===== config.mk =====
export PLATFORM = sky130hd
export DESIGN_NAME = biquad_iir_section
export DESIGN_NICKNAME = d
export VERILOG_FILES = /design/src/rtl/core/bqd_pkg.sv /design/src/rtl/core/bqd_dot_serial.sv /design/src/rtl/core/biquad_iir_section.sv
export SDC_FILE = /design/constraint.sdc
export NUM_CORES = 1
export LEC_CHECK = 0
export BUFFER_PORTS_ARGS = -buffer_cell sky130_fd_sc_hd__buf_2
export CAP_MARGIN = 25
export CORE_MARGIN = 2
export CORE_UTILIZATION = 60
export DETAILED_ROUTE_END_ITERATION = 8
export GPL_TIMING_DRIVEN = 1
export PLACE_DENSITY = 0.77
export SLEW_MARGIN = 15
export SYNTH_ARGS = -nofsm -noshare
export SYNTH_HDL_FRONTEND = slang
export SYNTH_SLANG_ARGS = --single-unit

===== constraint.sdc =====
create_clock -name clk -period 9.4 [get_ports clk]
set_input_delay 0.47 -clock clk [delete_from_list [all_inputs] [get_ports clk]]
set_output_delay 0.47 -clock clk [all_outputs]
set_load 0.01 [all_outputs]

===== src/rtl/core/bqd_pkg.sv =====
package bqd_pkg;

  // Fixed formats: coefficients are Q2.16, the gain is Q8.16.
  localparam int COEF_W       = 18;
  localparam int GAIN_W       = 24;
  localparam int FRAC_W       = 16;
  localparam int SAMPLE_W_DEF = 16;

  // Feed-forward taps and feedback taps of one second-order section.
  localparam int SECTION_TAPS = 3;
  localparam int FB_TAPS      = 2;

  // Running sum of a serial dot product; three taps of COEF_W bits need three guard bits.
  localparam int DOT_ACC_W = COEF_W + 3;

  // Configuration port.
  localparam int CFG_IDX_W  = 3;
  localparam int CFG_DATA_W = GAIN_W;

  localparam logic [CFG_IDX_W-1:0] REG_B0   = 3'd0;
  localparam logic [CFG_IDX_W-1:0] REG_B1   = 3'd1;
  localparam logic [CFG_IDX_W-1:0] REG_B2   = 3'd2;
  localparam logic [CFG_IDX_W-1:0] REG_A1   = 3'd3;
  localparam logic [CFG_IDX_W-1:0] REG_A2   = 3'd4;
  localparam logic [CFG_IDX_W-1:0] REG_GAIN = 3'd5;

  // Reset values: unity feed-forward tap and unity gain, all else zero.
  localparam logic [COEF_W-1:0] COEF_ONE = COEF_W'(65536);
  localparam logic [GAIN_W-1:0] GAIN_ONE = GAIN_W'(65536);

  // Controls for one step of a bit-serial dot product.
  typedef struct packed {
    logic clr;  // zero the running sum before the first bit
    logic en;   // take one bit of every sample this cycle
    logic neg;  // this bit is the sign bit, so its partial sum is subtracted
  } bqd_step_t;

endpackage


===== src/rtl/core/bqd_dot_serial.sv =====
module bqd_dot_serial #(
  parameter int TAPS = bqd_pkg::SECTION_TAPS,
  parameter int SW   = bqd_pkg::SAMPLE_W_DEF
) (
  input  logic                                     clk,
  input  bqd_pkg::bqd_step_t                       ctl,
  input  logic [TAPS-1:0][bqd_pkg::COEF_W-1:0]     coef,
  input  logic [TAPS-1:0]                          bits,
  output logic [bqd_pkg::DOT_ACC_W-1:0]            acc,
  output logic [SW-1:0]                            lo
);
  import bqd_pkg::*;

  // Serial-parallel multiply-accumulate: one bit of every sample per enabled cycle,
  // LSB first. The result is {acc, lo}, a signed value of DOT_ACC_W + SW bits.
  logic [DOT_ACC_W-1:0] acc_r;
  logic [SW-1:0]        lo_r;
  logic [DOT_ACC_W-1:0] pp;
  logic [DOT_ACC_W-1:0] sum;

  always_comb begin
    pp = '0;
    for (int k = 0; k < TAPS; k++) begin
      if (bits[k]) begin
        pp = pp + {{(DOT_ACC_W-COEF_W){coef[k][COEF_W-1]}}, coef[k]};
      end
    end
    sum = acc_r + (ctl.neg ? -pp : pp);
  end

  always_ff @(posedge clk) begin
    if (ctl.clr) begin
      acc_r <= '0;
    end else if (ctl.en) begin
      acc_r <= {sum[DOT_ACC_W-1], sum[DOT_ACC_W-1:1]};
      lo_r  <= {sum[0], lo_r[SW-1:1]};
    end
  end

  assign acc = acc_r;
  assign lo  = lo_r;

endmodule


===== src/rtl/core/biquad_iir_section.sv =====
// Channel   Direction  Handshake            Payload
// in        sink       in_valid / in_stall  in_mode, in_sample
// out       source     out_valid/out_stall  out_filtered, out_saturated
// cfg       sink       cfg_we               cfg_index, cfg_data
//
// From acceptance to the next acceptance, a filter request runs the bit-serial dot
// products, then the gain multiply at one gain bit a cycle, loads the output once the
// output register is free, and goes back to idle. A clear request goes straight from
// idle to the output state. Reset is synchronous and active low; it clears the
// histories and loads the default coefficients. A stalled result waits in the output
// register while the next request is already taken and worked on.
module biquad_iir_section #(
  parameter int SAMPLE_WIDTH = bqd_pkg::SAMPLE_W_DEF
) (
  input  logic                              clk,
  input  logic                              rst_n,
  input  logic                              in_valid,
  output logic                              in_stall,
  input  logic                              in_mode,
  input  logic signed [SAMPLE_WIDTH-1:0]    in_sample,
  output logic                              out_valid,
  input  logic                              out_stall,
  output logic signed [SAMPLE_WIDTH-1:0]    out_filtered,
  output logic                              out_saturated,
  input  logic                              cfg_we,
  input  logic [bqd_pkg::CFG_IDX_W-1:0]     cfg_index,
  input  logic [bqd_pkg::CFG_DATA_W-1:0]    cfg_data
);
  import bqd_pkg::*;

  localparam int SW       = SAMPLE_WIDTH;
  localparam int STEP_MAX = (SW > GAIN_W) ? SW : GAIN_W;
  localparam int CNT_W    = $clog2(STEP_MAX);
  // Full-precision feed-forward and feedback sums.
  localparam int FF_W     = DOT_ACC_W + SW;
  // Gain accumulator: the gain product plus the feedback term, with guard bits.
  localparam int ACC2_W   = FF_W + 3;
  // The output before saturation is the accumulator without its 8 low bits.
  localparam int YF_W     = ACC2_W - (2 * FRAC_W - GAIN_W);
  localparam logic [ACC2_W-1:0] RND_HALF = ACC2_W'(1) << (FRAC_W - 1);

  typedef enum logic [3:0] {
    ST_IDLE = 4'b0001,
    ST_DOT  = 4'b0010,
    ST_GAIN = 4'b0100,
    ST_OUT  = 4'b1000
  } state_t;

  // Configuration registers.
  logic [COEF_W-1:0] coef_b0_r, coef_b1_r, coef_b2_r, coef_a1_r, coef_a2_r;
  logic [GAIN_W-1:0] gain_r;

  always_ff @(posedge clk) begin
    if (!rst_n) begin
      coef_b0_r <= COEF_ONE;
      coef_b1_r <= '0;
      coef_b2_r <= '0;
      coef_a1_r <= '0;
      coef_a2_r <= '0;
      gain_r    <= GAIN_ONE;
    end else if (cfg_we) begin
      unique case (cfg_index)
        REG_B0:   coef_b0_r <= cfg_data[COEF_W-1:0];
        REG_B1:   coef_b1_r <= cfg_data[COEF_W-1:0];
        REG_B2:   coef_b2_r <= cfg_data[COEF_W-1:0];
        REG_A1:   coef_a1_r <= cfg_data[COEF_W-1:0];
        REG_A2:   coef_a2_r <= cfg_data[COEF_W-1:0];
        REG_GAIN: gain_r    <= cfg_data[GAIN_W-1:0];
        default:  ;
      endcase
    end
  end

  // Sequencer and datapath registers. The sample and the four histories are
  // rotated one bit per cycle during the dot-product phase; by the end of that
  // phase they hold their original values again.
  state_t            state_r, state_nxt;
  logic [CNT_W-1:0]  cnt_r, cnt_nxt;
  logic              clr_r, clr_nxt;
  logic [SW-1:0]     x_r, x_nxt;
  logic [SW-1:0]     x1_r, x1_nxt, x2_r, x2_nxt;
  logic [SW-1:0]     y1_r, y1_nxt, y2_r, y2_nxt;
  logic [GAIN_W-1:0] gsh_r, gsh_nxt;
  logic [ACC2_W-1:0] acc2_r, acc2_nxt;
  logic              out_valid_r, out_valid_nxt;
  logic [SW-1:0]     out_filtered_r, out_filtered_nxt;
  logic              out_saturated_r, out_saturated_nxt;

  logic accept;
  logic out_free;
  logic dot_last;
  logic gain_last;

  assign in_stall  = (state_r != ST_IDLE);
  assign accept    = in_valid && !in_stall;
  assign out_free  = !out_valid_r || !out_stall;
  assign dot_last  = (cnt_r == CNT_W'(SW - 1));
  assign gain_last = (cnt_r == CNT_W'(GAIN_W - 1));

  // Two serial dot products run side by side: b0*x + b1*x1 + b2*x2 and a1*y1 + a2*y2.
  bqd_step_t                               dot_ctl;
  logic [SECTION_TAPS-1:0][COEF_W-1:0]     ff_coef;
  logic [FB_TAPS-1:0][COEF_W-1:0]          fb_coef;
  logic [DOT_ACC_W-1:0]                    ff_acc, fb_acc;
  logic [SW-1:0]                           ff_lo, fb_lo;

  assign dot_ctl.clr = accept;
  assign dot_ctl.en  = (state_r == ST_DOT);
  assign dot_ctl.neg = dot_last;
  assign ff_coef     = {coef_b2_r, coef_b1_r, coef_b0_r};
  assign fb_coef     = {coef_a2_r, coef_a1_r};

  bqd_dot_serial #(
    .TAPS (SECTION_TAPS),
    .SW   (SW)
  ) u_ff (
    .clk  (clk),
    .ctl  (dot_ctl),
    .coef (ff_coef),
    .bits ({x2_r[0], x1_r[0], x_r[0]}),
    .acc  (ff_acc),
    .lo   (ff_lo)
  );

  bqd_dot_serial #(
    .TAPS (FB_TAPS),
    .SW   (SW)
  ) u_fb (
    .clk  (clk),
    .ctl  (dot_ctl),
    .coef (fb_coef),
    .bits ({y2_r[0], y1_r[0]}),
    .acc  (fb_acc),
    .lo   (fb_lo)
  );

  // Gain phase: ff times the gain, one gain bit per cycle, LSB first, with a
  // right-shifting accumulator. At gain bit 16 the accumulator carries weight
  // 2^16, which is where the feedback sum and the rounding half (2^31 overall)
  // go in. After all 24 bits the shifted-out bits lie below 2^24, so the rounded
  // output is simply the accumulator without its 8 low bits.
  logic [FF_W-1:0]   ff_full, fb_full;
  logic [ACC2_W-1:0] ff_ext, fb_ext, pp, inj, sum2;

  assign ff_full = {ff_acc, ff_lo};
  assign fb_full = {fb_acc, fb_lo};
  assign ff_ext  = {{(ACC2_W-FF_W){ff_full[FF_W-1]}}, ff_full};
  assign fb_ext  = {{(ACC2_W-FF_W){fb_full[FF_W-1]}}, fb_full};
  assign pp      = gsh_r[0] ? ff_ext : '0;
  assign inj     = (cnt_r == CNT_W'(FRAC_W)) ? (RND_HALF - fb_ext) : '0;
  assign sum2    = acc2_r + (gain_last ? -pp : pp) + inj;

  // Saturation of the finished output to the sample range.
  logic [YF_W-1:0] y_full;
  logic            y_in_range;
  logic [SW-1:0]   y_sat;

  assign y_full     = acc2_r[ACC2_W-1:ACC2_W-YF_W];
  assign y_in_range = (&y_full[YF_W-1:SW-1]) || !(|y_full[YF_W-1:SW-1]);

  always_comb begin
    if (y_in_range) begin
      y_sat = y_full[SW-1:0];
    end else if (y_full[YF_W-1]) begin
      y_sat = {1'b1, {(SW-1){1'b0}}};
    end else begin
      y_sat = {1'b0, {(SW-1){1'b1}}};
    end
  end

  always_comb begin
    state_nxt         = state_r;
    cnt_nxt           = cnt_r;
    clr_nxt           = clr_r;
    x_nxt             = x_r;
    x1_nxt            = x1_r;
    x2_nxt            = x2_r;
    y1_nxt            = y1_r;
    y2_nxt            = y2_r;
    gsh_nxt           = gsh_r;
    acc2_nxt          = acc2_r;
    out_valid_nxt     = out_valid_r && out_stall;
    out_filtered_nxt  = out_filtered_r;
    out_saturated_nxt = out_saturated_r;

    unique case (state_r)
      ST_IDLE: begin
        if (accept) begin
          x_nxt     = in_sample;
          clr_nxt   = in_mode;
          cnt_nxt   = '0;
          // A clear request skips the arithmetic and goes straight to the output.
          state_nxt = in_mode ? ST_OUT : ST_DOT;
        end
      end
      ST_DOT: begin
        x_nxt  = {x_r[0], x_r[SW-1:1]};
        x1_nxt = {x1_r[0], x1_r[SW-1:1]};
        x2_nxt = {x2_r[0], x2_r[SW-1:1]};
        y1_nxt = {y1_r[0], y1_r[SW-1:1]};
        y2_nxt = {y2_r[0], y2_r[SW-1:1]};
        if (dot_last) begin
          cnt_nxt   = '0;
          gsh_nxt   = gain_r;
          acc2_nxt  = '0;
          state_nxt = ST_GAIN;
        end else begin
          cnt_nxt = cnt_r + 1'b1;
        end
      end
      ST_GAIN: begin
        acc2_nxt = {sum2[ACC2_W-1], sum2[ACC2_W-1:1]};
        gsh_nxt  = {1'b0, gsh_r[GAIN_W-1:1]};
        if (gain_last) begin
          state_nxt = ST_OUT;
        end else begin
          cnt_nxt = cnt_r + 1'b1;
        end
      end
      ST_OUT: begin
        if (out_free) begin
          out_valid_nxt = 1'b1;
          state_nxt     = ST_IDLE;
          if (clr_r) begin
            out_filtered_nxt  = '0;
            out_saturated_nxt = 1'b0;
            x1_nxt            = '0;
            x2_nxt            = '0;
            y1_nxt            = '0;
            y2_nxt            = '0;
          end else begin
            // The saturated output is what enters the feedback history.
            out_filtered_nxt  = y_sat;
            out_saturated_nxt = !y_in_range;
            x2_nxt            = x1_r;
            x1_nxt            = x_r;
            y2_nxt            = y1_r;
            y1_nxt            = y_sat;
          end
        end
      end
      default: begin
        state_nxt = ST_IDLE;
      end
    endcase
  end

  always_ff @(posedge clk) begin
    if (!rst_n) begin
      state_r     <= ST_IDLE;
      cnt_r       <= '0;
      clr_r       <= 1'b0;
      x1_r        <= '0;
      x2_r        <= '0;
      y1_r        <= '0;
      y2_r        <= '0;
      out_valid_r <= 1'b0;
    end else begin
      state_r     <= state_nxt;
      cnt_r       <= cnt_nxt;
      clr_r       <= clr_nxt;
      x1_r        <= x1_nxt;
      x2_r        <= x2_nxt;
      y1_r        <= y1_nxt;
      y2_r        <= y2_nxt;
      out_valid_r <= out_valid_nxt;
    end
  end

  always_ff @(posedge clk) begin
    x_r             <= x_nxt;
    gsh_r           <= gsh_nxt;
    acc2_r          <= acc2_nxt;
    out_filtered_r  <= out_filtered_nxt;
    out_saturated_r <= out_saturated_nxt;
  end

  assign out_valid     = out_valid_r;
  assign out_filtered  = out_filtered_r;
  assign out_saturated = out_saturated_r;

endmodule


# Word-level counts from Yosys, hierarchy flattened
# Index checks and enable logic that the tools add are counted.
[word_totals]
register_bits = 358
in_bits = 49
output_inout_bits = 19
word_cells = 126
[op_classes]
add_sub_neg = 12
eq_ne = 18
mux = 42
bitwise_logic = 1
reduce_logical = 30
[ops]
columns = ["cell", "n"]
rows = [
  ["$mux 16", 11],
  ["$mux 40", 4],
  ["$pmux 16 s2", 5],
  ["$mux 21", 7],
  ["$add 21x21->21", 5],
  ["$add 40x40->40", 2],
  ["$pmux 40 s2", 1],
  ["$pmux 24 s2", 1],
  ["$neg 21->21", 2],
  ["$neg 40->40", 1],
  ["$sub 17x36->37 const A", 1],
  ["$mux 24", 1],
  ["$reduce_and 2->1", 12],
  ["$mux 4", 5],
  ["$reduce_and 17->1", 1],
  ["$reduce_or 17->1", 1],
  ["$pmux 4 s4", 1],
  ["$mux 5", 3],
  ["$pmux 5 s3", 1],
  ["$eq 5x5->1 const B", 2],
  ["$ne 2x2->1 const B", 5],
  ["$eq 3x2->1 const B", 2],
  ["$eq 3x3->1 const B", 2],
  ["$reduce_bool 2->1", 3],
  ["other kinds (17)", 24],
]

# Logic depth before layout (Yosys ltp)
# Gate-level depths: netlist of run 1.
[depth]
word_depth = 8
ltp_mapped = 37

# Modules after synthesis
# Synthesis of run 1 repeated with hierarchy kept, for this count alone.
[hier_totals]
cells_unflattened = 3037
hier_area_um2 = 25704.7
[by_module_without_submodules]
columns = ["mod", "instances", "cells_each", "area_per_inst_um2"]
rows = [
  ["biquad_iir_section", 1, 1904, 16533.4],
  ["bqd_dot_serial at u_ff", 1, 637, 5128.7],
  ["bqd_dot_serial at u_fb", 1, 496, 4042.6],
]

# Worst setup path before layout of run 1
# OpenSTA, ideal clock, no wires.
[synth_path]
path_kind = "reg-to-reg"
from = "reg x_r[0]"
to = "reg, netlist name u_ff.acc[19]"
setup_ns = 0.072
arrival_ns = 7.410
setup_slack_ns = 1.918
stages_incl_launch_ff = 36
path_buffers = 4
path_cell_list = "edfxtp_1 clkbuf_1 clkbuf_1 clkbuf_1 clkbuf_1 nand2_1 inv_1 ha_1 a211oi_1 a21oi_1 a32oi_1 o211ai_1 xnor2_1 or3_1 and2_1 inv_1 ha_1 o21a_1 or2_2 nand2_1 xor2_1 a2111oi_0 nor2_1 nand3_1 o21ai_0 xnor2_1 ha_1 nand3_1 o21ai_0 a31oi_1 a21oi_1 a211oi_1 or3_1 and3_1 mux2i_1 mux2i_1"
[synth_between]
elab_chain_len = 8
[synth_rtl]
columns = ["element", "line", "source"]
rows = [
  ["from (decl)", "biquad_iir_section.sv:80", "logic [SW-1:0] x_r, x_nxt;"],
  ["from (signal assigned)", "biquad_iir_section.sv:271", "x_r <= x_nxt;"],
  ["$mux 21 (*)", "bqd_dot_serial.sv:24", "if (bits[k]) begin"],
  ["$add 21x21->21", "bqd_dot_serial.sv:25", "pp = pp + {{(DOT_ACC_W-COEF_W){coef[k][COEF_W-1]}}, coef[k]};"],
  ["$mux 21 (*)", "bqd_dot_serial.sv:24", ""],
  ["$add 21x21->21", "bqd_dot_serial.sv:25", ""],
  ["$mux 21 (*)", "bqd_dot_serial.sv:24", ""],
  ["$neg 21->21", "bqd_dot_serial.sv:28", "sum = acc_r + (ctl.neg ? -pp : pp);"],
  ["$mux 21 (*)", "bqd_dot_serial.sv:28", ""],
  ["$add 21x21->21 (*)", "bqd_dot_serial.sv:28", ""],
]
# Mark *: on every way between the ends. The rest lies on a longest branch, timed or not.
# A chain may end at the register's enable or synchronous reset.

# Worst setup path in the final report of run 1
[layout_path]
from = "reg x_r[0]"
to = "reg, netlist name u_ff.acc[19]"
[layout_between]
elab_chain_len = 8
[layout_rtl]
columns = ["element", "line"]
rows = [
  ["$mux 21 (*)", "bqd_dot_serial.sv:24"],
  ["$add 21x21->21", "bqd_dot_serial.sv:25"],
  ["$mux 21 (*)", "bqd_dot_serial.sv:24"],
  ["$add 21x21->21", "bqd_dot_serial.sv:25"],
  ["$mux 21 (*)", "bqd_dot_serial.sv:24"],
  ["$neg 21->21", "bqd_dot_serial.sv:28"],
  ["$mux 21 (*)", "bqd_dot_serial.sv:28"],
  ["$add 21x21->21 (*)", "bqd_dot_serial.sv:28"],
]
# Marked as above.

==> flow_results.xml, run 1 <==
<?xml version="1.0" encoding="UTF-8"?>
<metrics>
  <group name="power">
    <metric name="power_density" unit="mW/mm2">160</metric>
    <metric name="total_leakage_power" unit="nW">11.5</metric>
    <metric name="largest_vdd_supply_drop" unit="mV">0.132</metric>
  </group>
  <group name="clocking">
    <metric name="cts_tree" unit="">done</metric>
    <metric name="tritoncts_num_sinks" unit="">357</metric>
    <metric name="post-cts-setup-buffer-count" unit="">0</metric>
    <metric name="cts_hold_repair.buffers" unit="">0</metric>
    <metric name="cts_root_buffer" unit="">sky130_fd_sc_hd__clkbuf_16</metric>
    <metric name="cts-buffers-inserted" unit="">39</metric>
    <metric name="cts_max_level" unit="">2</metric>
    <metric name="clkLatencyLatePin" unit="ns">0.56</metric>
    <metric name="clk_pin_slew_worst_paths" unit="ns">0.06</metric>
    <metric name="cts_resized" unit="">0</metric>
    <metric name="cts_buffer_depth" unit="">3</metric>
  </group>
  <group name="die">
    <metric name="floorplan.initialDensity" unit="%">61.0</metric>
    <metric name="fp.dieArea" unit="mm2">0.0433</metric>
    <metric name="chipWidth" unit="um">208</metric>
    <metric name="num_io_pins" unit="">68</metric>
    <metric name="floorplan.rows" unit="">74</metric>
    <metric name="core_region_area" unit="mm2">0.0410</metric>
    <metric name="vert_die_dim" unit="um">208</metric>
  </group>
  <group name="timing">
    <metric name="totalNegativeSetupSlack" unit="ns">0</metric>
    <metric name="max-slew-margin-rel" unit="%">31.0</metric>
    <metric name="fin_crit" unit="ns">7.65</metric>
    <metric name="worst_pin_slew" unit="ns">1.03</metric>
    <metric name="finalSetupViolCount" unit="">0</metric>
    <metric name="post_route_skew" unit="ns">0.0118</metric>
    <metric name="fmax" unit="GHz">0.131</metric>
    <metric name="timing.final.ws_setup" unit="ns">1.75</metric>
    <metric name="grt_setup_unrepaired" unit="">false</metric>
    <metric name="final_worst_path_period_share" unit="%">81.4</metric>
    <metric name="timing_max_transition_violations_final" unit="">0</metric>
    <metric name="hold_violations" unit="">0</metric>
  </group>
  <group name="critical_path">
    <metric name="startpoint_type" unit="">flip-flop</metric>
    <metric name="max_stage_delay" unit="ns">0.79</metric>
    <metric name="critical_path.most_common_cell" unit="">sky130_fd_sc_hd__ha_1</metric>
    <metric name="worst_path_max_delay_cell" unit="">sky130_fd_sc_hd__a2111oi_1</metric>
    <metric name="required_time_of_the_critical_path" unit="ns">9.89</metric>
    <metric name="end_kind" unit="">flip-flop</metric>
    <metric name="crit_path_max_fanout" unit="">37</metric>
    <metric name="path_class" unit="">reg -&gt; reg</metric>
    <metric name="critical_path_arrival" unit="ns">8.13</metric>
  </group>
  <group name="synthesis">
    <metric name="synth_enable_flop_cells" unit="">128</metric>
    <metric name="synth_flop_cell" unit="">sky130_fd_sc_hd__dfxtp_1</metric>
    <metric name="synth_area_per_cell" unit="um2">8.15</metric>
    <metric name="asyncSetResetFlopFracSynth" unit="%">0</metric>
    <metric name="yosys_warnings" unit="">0</metric>
    <metric name="synthesized_netlist_net_count" unit="">3301</metric>
    <metric name="ys_types" unit="">81</metric>
    <metric name="synth-seq-cells" unit="">357</metric>
    <metric name="synth_sequential_area_ratio" unit="%">33.7</metric>
    <metric name="synth_cells" unit="">3067</metric>
    <metric name="post_synth_instance_area" unit="mm2">0.0250</metric>
  </group>
  <group name="detailed_routing">
    <metric name="vias" unit="">21800</metric>
    <metric name="drt_iter0_markers" unit="">1624</metric>
    <metric name="route.met2.wl" unit="um">29400</metric>
    <metric name="wl_met1" unit="um">27900</metric>
    <metric name="routed_wire_length_per_instance" unit="um">17.3</metric>
    <metric name="routed_via_density" unit="">6.04</metric>
    <metric name="drc_violations_left" unit="">0</metric>
    <metric name="first_pass_iters" unit="">8</metric>
    <metric name="met3RoutedLength" unit="um">3250</metric>
    <metric name="dr.max_layer_used" unit="">met4</metric>
    <metric name="totalWireLength" unit="um">62300</metric>
    <metric name="drt.antenna.violating_nets" unit="">0</metric>
  </group>
  <group name="placement">
    <metric name="hpwl" unit="um">45100</metric>
    <metric name="buffer_ports.inserted" unit="">67</metric>
    <metric name="dpl.cell_count" unit="">3530</metric>
    <metric name="placement.setup.worst_slack" unit="ns">1.71</metric>
    <metric name="gp_congestion" unit="">0.961</metric>
    <metric name="postPlaceCellArea" unit="mm2">0.0256</metric>
  </group>
  <group name="worst_hold_path">
    <metric name="worstHoldPathType" unit="">in -&gt; reg</metric>
  </group>
  <group name="final_layout">
    <metric name="areaGrowthSynthToFinish" unit="%">7.51</metric>
    <metric name="layout.cells.most_common_list" unit="">615 x sky130_fd_sc_hd__nand2_1, 228 x sky130_fd_sc_hd__dfxtp_1, 220 x sky130_fd_sc_hd__nor2_1, 183 x sky130_fd_sc_hd__a21oi_1, 144 x sky130_fd_sc_hd__o21ai_0</metric>
    <metric name="final_core_util" unit="%">65.5</metric>
    <metric name="insertedDiodeCount" unit="">0</metric>
    <metric name="fin_cells" unit="">3603</metric>
    <metric name="fin_area" unit="mm2">0.0269</metric>
    <metric name="most_common_library_cell_in_the_layout_ignoring_fill_and_taps" unit="">sky130_fd_sc_hd__nand2_1</metric>
    <metric name="layout.nets" unit="">3275</metric>
    <metric name="layout-drive-gt1-share" unit="%">6.06</metric>
  </group>
  <group name="global_routing">
    <metric name="maximum_number_of_pins_on_one_net_before_global_route_repair" unit="">103</metric>
    <metric name="grt-ovfl-total" unit="">0</metric>
    <metric name="vias_in_the_first_global_route" unit="">20600</metric>
    <metric name="antenna_violations_before_repair" unit="">0</metric>
    <metric name="global_route_wire_length_before_repair" unit="um">103000</metric>
    <metric name="grt_use_total" unit="%">28.5</metric>
  </group>
  <group name="job">
    <metric name="cap_viol_max_count" unit="">0</metric>
  </group>
  <group name="status">
    <metric name="status" unit="">completed</metric>
  </group>
</metrics>
layer usage:
metal / global-route usage, % / vias to the layer above
met2: 49.0 / 581
li1: - / 10800
met4: 8.98 / 0
met3: 3.22 / 107
met1: 37.7 / 10300
met5: 0 / -
cells by family after synthesis:
logic type | synth area share, %
compound gates | 22.1
mux | 0.740
simple gates | 22.2
buf+inv | 4.46
fa+ha+maj | 10.6
flops | 33.7
xor+xnor | 6.20
metrics by stage:
step | hold slack, ns | power (W)
after floorplan | 0.439 | 0.00256
after global placement | 0.449 | 0.00277
after detailed placement | 0.456 | 0.00280
after CTS | 0.137 | 0.00431
after global routing | 0.151 | 0.00452
final | 0.165 | 0.00430
power breakdown:
group	switching (W)	internal, W	total, W
registers	0.0000523	0.00166	0.00172
clock network	0.000637	0.000876	0.00151
logic	0.000636	0.000435	0.00107
sequential cells by signal, summed over array words and instances, names as in the netlist, 18 cells and up:
signal	count
u_ff.acc	20
coef_a1_r	18
coef_b1_r	18
acc2_r	39
gain_r	24
coef_b2_r	18
coef_a2_r	18
u_fb.acc	20
gsh_r	24
coef_b0_r	18
Yosys cell counts (27+ instances only):
master / instances / area (um2)
sky130_fd_sc_hd__xnor2_1: 102 / 893
sky130_fd_sc_hd__nand2_1: 616 / 2310
sky130_fd_sc_hd__o21ai_0: 144 / 721
sky130_fd_sc_hd__nor2_1: 220 / 826
sky130_fd_sc_hd__a21oi_1: 183 / 916
sky130_fd_sc_hd__fa_1: 44 / 881
sky130_fd_sc_hd__inv_1: 134 / 503
sky130_fd_sc_hd__xor2_1: 75 / 657
sky130_fd_sc_hd__nor3_1: 54 / 270
sky130_fd_sc_hd__nor3b_1: 57 / 428
sky130_fd_sc_hd__o211a_1: 68 / 681
sky130_fd_sc_hd__ha_1: 141 / 1760
sky130_fd_sc_hd__clkbuf_1: 150 / 563
sky130_fd_sc_hd__edfxtp_1: 128 / 3840
sky130_fd_sc_hd__or3_1: 27 / 169
sky130_fd_sc_hd__a21o_1: 50 / 375
sky130_fd_sc_hd__a21boi_0: 121 / 908
sky130_fd_sc_hd__nand3_1: 80 / 400
sky130_fd_sc_hd__and2_1: 38 / 238
sky130_fd_sc_hd__dfxtp_1: 229 / 4580
area by class of cell:
| class | instances | area (um2) |
|---|---|---|
| Tap cell | 532 | 666 |
| Clock buffer | 61 | 1150 |
| Clock inverter | 10 | 95.1 |
| Multi-Input combinational cell | 2413 | 15500 |
| Inverter | 137 | 514 |
| Timing Repair Buffer | 93 | 547 |
| Sequential cell | 357 | 8430 |
| Fill cell | 3480 | 14100 |
worst paths after layout:
path / start / to / slack [ns] / depth (start not counted)
setup / recovery: x_r[0] / u_ff.acc[19] / 1.75 / 32
hold / removal: cfg_data[21] / gain_r[21] / 0.17 / 3
setup reg to reg: x_r[0] / u_ff.acc[19] / 1.75 / 32
hold reg to reg: gain_r[23] / gain_r[23] / 0.46 / 2
critical path, delay by kind of cell, from the launching register on:
family	cells	cell delay [ns]
adder cells (fa/ha/maj)	3	0.88
AND/OR/NAND/NOR	10	1.95
multiplexers	2	0.38
AO/OA/AOI/OAI	11	3.16
flip-flops	1	0.33
XOR/XNOR	3	0.40
buffers and inverters	3	0.46
(Power assumes the default switching activity.)
==> inputs of run 2 (changes only) <==
==> constraint.sdc (replaced) <==
create_clock -name clk -period 8 [get_ports clk]
set_input_delay 0.4 -clock clk [delete_from_list [all_inputs] [get_ports clk]]
set_output_delay 0.4 -clock clk [all_outputs]
set_load 0.01 [all_outputs]
==> run 2 against run 1 <==
Net effect:
- hold slack worse by 0.085 ns
- first-iteration DRC count is 12% higher
- die area stayed put
- global-route usage is 0.063 points higher
- cell count is 0.19% higher
- register-to-register slack worse by 1.0 ns
- clock power is 28% higher
- maximum frequency is 5.3% higher
- count of clock-buffer cells in the layout is 12 lower
- sequential cell count stayed put
==> flow_results.xml, run 2 (same netlist as run 1, synthesis figures left out) <==
<?xml version="1.0" encoding="UTF-8"?>
<metrics>
  <group name="clocking">
    <metric name="tritoncts_num_sinks" unit="">357</metric>
    <metric name="cts_tree" unit="">done</metric>
    <metric name="clkLatencyLatePin" unit="ns">0.57</metric>
    <metric name="cts_root_buffer" unit="">sky130_fd_sc_hd__clkbuf_16</metric>
    <metric name="clk_pin_slew_worst_paths" unit="ns">0.06</metric>
    <metric name="cts_max_level" unit="">2</metric>
    <metric name="cts-buffers-inserted" unit="">41</metric>
    <metric name="cts_buffer_depth" unit="">3</metric>
  </group>
  <group name="timing">
    <metric name="finalSetupViolCount" unit="">0</metric>
    <metric name="fin_crit" unit="ns">7.26</metric>
    <metric name="max-slew-margin-rel" unit="%">21.9</metric>
    <metric name="timing.hold.ws" unit="ns">0.0800</metric>
    <metric name="worst_pin_slew" unit="ns">1.16</metric>
    <metric name="totalNegativeSetupSlack" unit="ns">0</metric>
    <metric name="hold_violations" unit="">0</metric>
    <metric name="post_route_skew" unit="ns">0.0357</metric>
    <metric name="timing_max_transition_violations_final" unit="">0</metric>
    <metric name="final_worst_path_period_share" unit="%">90.8</metric>
    <metric name="grt_setup_unrepaired" unit="">false</metric>
    <metric name="fmax" unit="GHz">0.138</metric>
  </group>
  <group name="die">
    <metric name="vert_die_dim" unit="um">208</metric>
    <metric name="floorplan.initialDensity" unit="%">61.0</metric>
    <metric name="fp.dieArea" unit="mm2">0.0433</metric>
    <metric name="chipWidth" unit="um">208</metric>
    <metric name="floorplan.rows" unit="">74</metric>
    <metric name="core_region_area" unit="mm2">0.0410</metric>
    <metric name="num_io_pins" unit="">68</metric>
  </group>
  <group name="power">
    <metric name="clockPowerShare" unit="%">37.1</metric>
    <metric name="p_seq_share" unit="%">38.7</metric>
    <metric name="power_density" unit="mW/mm2">192</metric>
    <metric name="combPwrFrac" unit="%">24.2</metric>
    <metric name="switchingPower" unit="W">0.00159</metric>
    <metric name="power.switching_fraction" unit="%">30.5</metric>
    <metric name="power.internal" unit="W">0.00362</metric>
    <metric name="total_leakage_power" unit="nW">11.6</metric>
    <metric name="largest_vdd_supply_drop" unit="mV">0.186</metric>
    <metric name="post-layout-total-power" unit="W">0.00521</metric>
  </group>
  <group name="detailed_routing">
    <metric name="drt.antenna.violating_nets" unit="">0</metric>
    <metric name="routed_via_density" unit="">6.03</metric>
    <metric name="dr.max_layer_used" unit="">met4</metric>
    <metric name="first_pass_iters" unit="">5</metric>
    <metric name="vias" unit="">21800</metric>
    <metric name="routed_wire_length_per_instance" unit="um">17.3</metric>
    <metric name="route.met2.wl" unit="um">29700</metric>
    <metric name="drc_violations_left" unit="">0</metric>
    <metric name="met3RoutedLength" unit="um">3700</metric>
    <metric name="wl_met1" unit="um">27600</metric>
    <metric name="drt_iter0_markers" unit="">1816</metric>
    <metric name="totalWireLength" unit="um">62500</metric>
  </group>
  <group name="status">
    <metric name="status" unit="">completed</metric>
  </group>
  <group name="critical_path">
    <metric name="max_stage_delay" unit="ns">0.45</metric>
    <metric name="reg2regPathDepth" unit="">33</metric>
    <metric name="critical_path_arrival" unit="ns">7.77</metric>
    <metric name="path_class" unit="">reg -&gt; reg</metric>
    <metric name="critPathTopFamily" unit="">compound AO/OA/AOI/OAI gates</metric>
    <metric name="worst_r2r_startpoint" unit="">x_r[0]</metric>
    <metric name="end_kind" unit="">flip-flop</metric>
    <metric name="reg2reg_to" unit="">u_ff.acc[19]</metric>
    <metric name="crit_path_max_fanout" unit="">5</metric>
    <metric name="worst-path-buf-inv" unit="">3</metric>
    <metric name="critical_path_depth" unit="">33</metric>
    <metric name="startpoint_type" unit="">flip-flop</metric>
    <metric name="timing.reg2reg.setup_slack" unit="ns">0.74</metric>
    <metric name="required_time_of_the_critical_path" unit="ns">8.50</metric>
    <metric name="worst_path_max_delay_cell" unit="">sky130_fd_sc_hd__edfxtp_1</metric>
  </group>
  <group name="global_routing">
    <metric name="vias_in_the_first_global_route" unit="">20500</metric>
    <metric name="maximum_number_of_pins_on_one_net_before_global_route_repair" unit="">130</metric>
    <metric name="antenna_violations_before_repair" unit="">1</metric>
    <metric name="global_route_wire_length_before_repair" unit="um">103000</metric>
    <metric name="grt_use_total" unit="%">28.6</metric>
    <metric name="grt-ovfl-total" unit="">0</metric>
  </group>
  <group name="final_layout">
    <metric name="flip_flop_count_of_the_largest_register_after_layout" unit="">39</metric>
    <metric name="fin_cells" unit="">3610</metric>
    <metric name="layout-drive-gt1-share" unit="%">6.60</metric>
    <metric name="areaGrowthSynthToFinish" unit="%">8.27</metric>
    <metric name="fin_area" unit="mm2">0.0271</metric>
    <metric name="most_common_library_cell_in_the_layout_ignoring_fill_and_taps" unit="">sky130_fd_sc_hd__nand2_1</metric>
    <metric name="layout.nets" unit="">3279</metric>
    <metric name="top_register" unit="">acc2_r</metric>
    <metric name="layout.filler_cells" unit="">3413</metric>
    <metric name="layout.cells.most_common_list" unit="">615 x sky130_fd_sc_hd__nand2_1, 228 x sky130_fd_sc_hd__dfxtp_1, 220 x sky130_fd_sc_hd__nor2_1, 183 x sky130_fd_sc_hd__a21oi_1, 144 x sky130_fd_sc_hd__o21ai_0</metric>
    <metric name="reg.largest.list" unit="">acc2_r x39, gain_r x24, gsh_r x24</metric>
  </group>
  <group name="job">
    <metric name="cap_viol_max_count" unit="">0</metric>
  </group>
  <group name="placement">
    <metric name="gp_congestion" unit="">0.960</metric>
    <metric name="postPlaceCellArea" unit="mm2">0.0256</metric>
    <metric name="buffer_ports.inserted" unit="">67</metric>
    <metric name="hpwl" unit="um">44900</metric>
    <metric name="dpl.cell_count" unit="">3528</metric>
  </group>
  <group name="worst_hold_path">
    <metric name="hold_depth" unit="">3</metric>
    <metric name="min-delay-start" unit="">cfg_data[18]</metric>
    <metric name="holdPathEnd" unit="">gain_r[18]</metric>
    <metric name="worstHoldPathType" unit="">in -&gt; reg</metric>
  </group>
</metrics>
==> run 2: repair_timing <==
| item | CTS | global route |
|---|---|---|
| setup endpoints to repair | 0 | 3 |
| buffers inserted | 0 | 3 |
| hold buffers | 0 | 0 |
| gates resized for setup | 0 | 1 |
| endpoints found under the hold margin | 0 | 0 |
==> run 2: layer usage <==
| layer | up-vias | track usage, % |
|---|---|---|
| li1 | 10800 | - |
| met1 | 10200 | 38.2 |
| met2 | 690 | 48.8 |
| met3 | 108 | 3.70 |
| met4 | 0 | 7.94 |
| met5 | - | 0 |
==> run 2: layout make-up <==
| type | instances | area, um2 | share of cell area (%) |
|---|---|---|---|
| Multi-Input combinational cell | 2413 | 15500 | 57.2 |
| Inverter | 137 | 514 | 1.90 |
| Timing Repair Buffer | 95 | 592 | 2.19 |
| Sequential cell | 357 | 8430 | 31.1 |
| Tap cell | 532 | 666 | 2.46 |
| Clock buffer | 49 | 1130 | 4.17 |
| Clock inverter | 26 | 262 | 0.966 |
| Antenna cell | 1 | 2.50 | 0.00924 |
==> run 2: tightest hold or removal path: cells and delay by family <==
kind / cells / cell delay [ns]
buffers and inverters: 1 / 0.09
AO/OA/AOI/OAI: 1 / 0.06
AND/OR/NAND/NOR: 1 / 0.04
==> run 2: stage by stage <==
stage                     setup slack (ns)  utilization (%)
after global routing                0.0424             66.0
after floorplan                      0.518                -
after global placement               0.604             62.4
final                                0.735             66.0
after CTS                            0.351             65.8
after detailed placement             0.403             62.4
==> run 2: worst max-delay path by stage <==
| stage | start | end | slack [ns] |
|---|---|---|---|
| after floorplan | x_r[0] | u_ff.acc[19] | 0.52 |
| after global placement | x_r[0] | u_ff.acc[18] | 0.60 |
| after detailed placement | x_r[0] | u_ff.acc[18] | 0.40 |
| after CTS | x_r[0] | u_ff.acc[18] | 0.35 |
| after global routing | x_r[0] | u_ff.acc[18] | 0.04 |
| final | x_r[0] | u_ff.acc[19] | 0.74 |
==> run 2: power groups by stage <==
stage	clock network, W	logic (W)	registers [W]
global route	0.00204	0.00142	0.00202
CTS	0.00196	0.00123	0.00202
floorplan	0	0.000980	0.00203
finish	0.00193	0.00126	0.00202
detailed placement	0	0.00122	0.00206
global placement	0	0.00119	0.00206
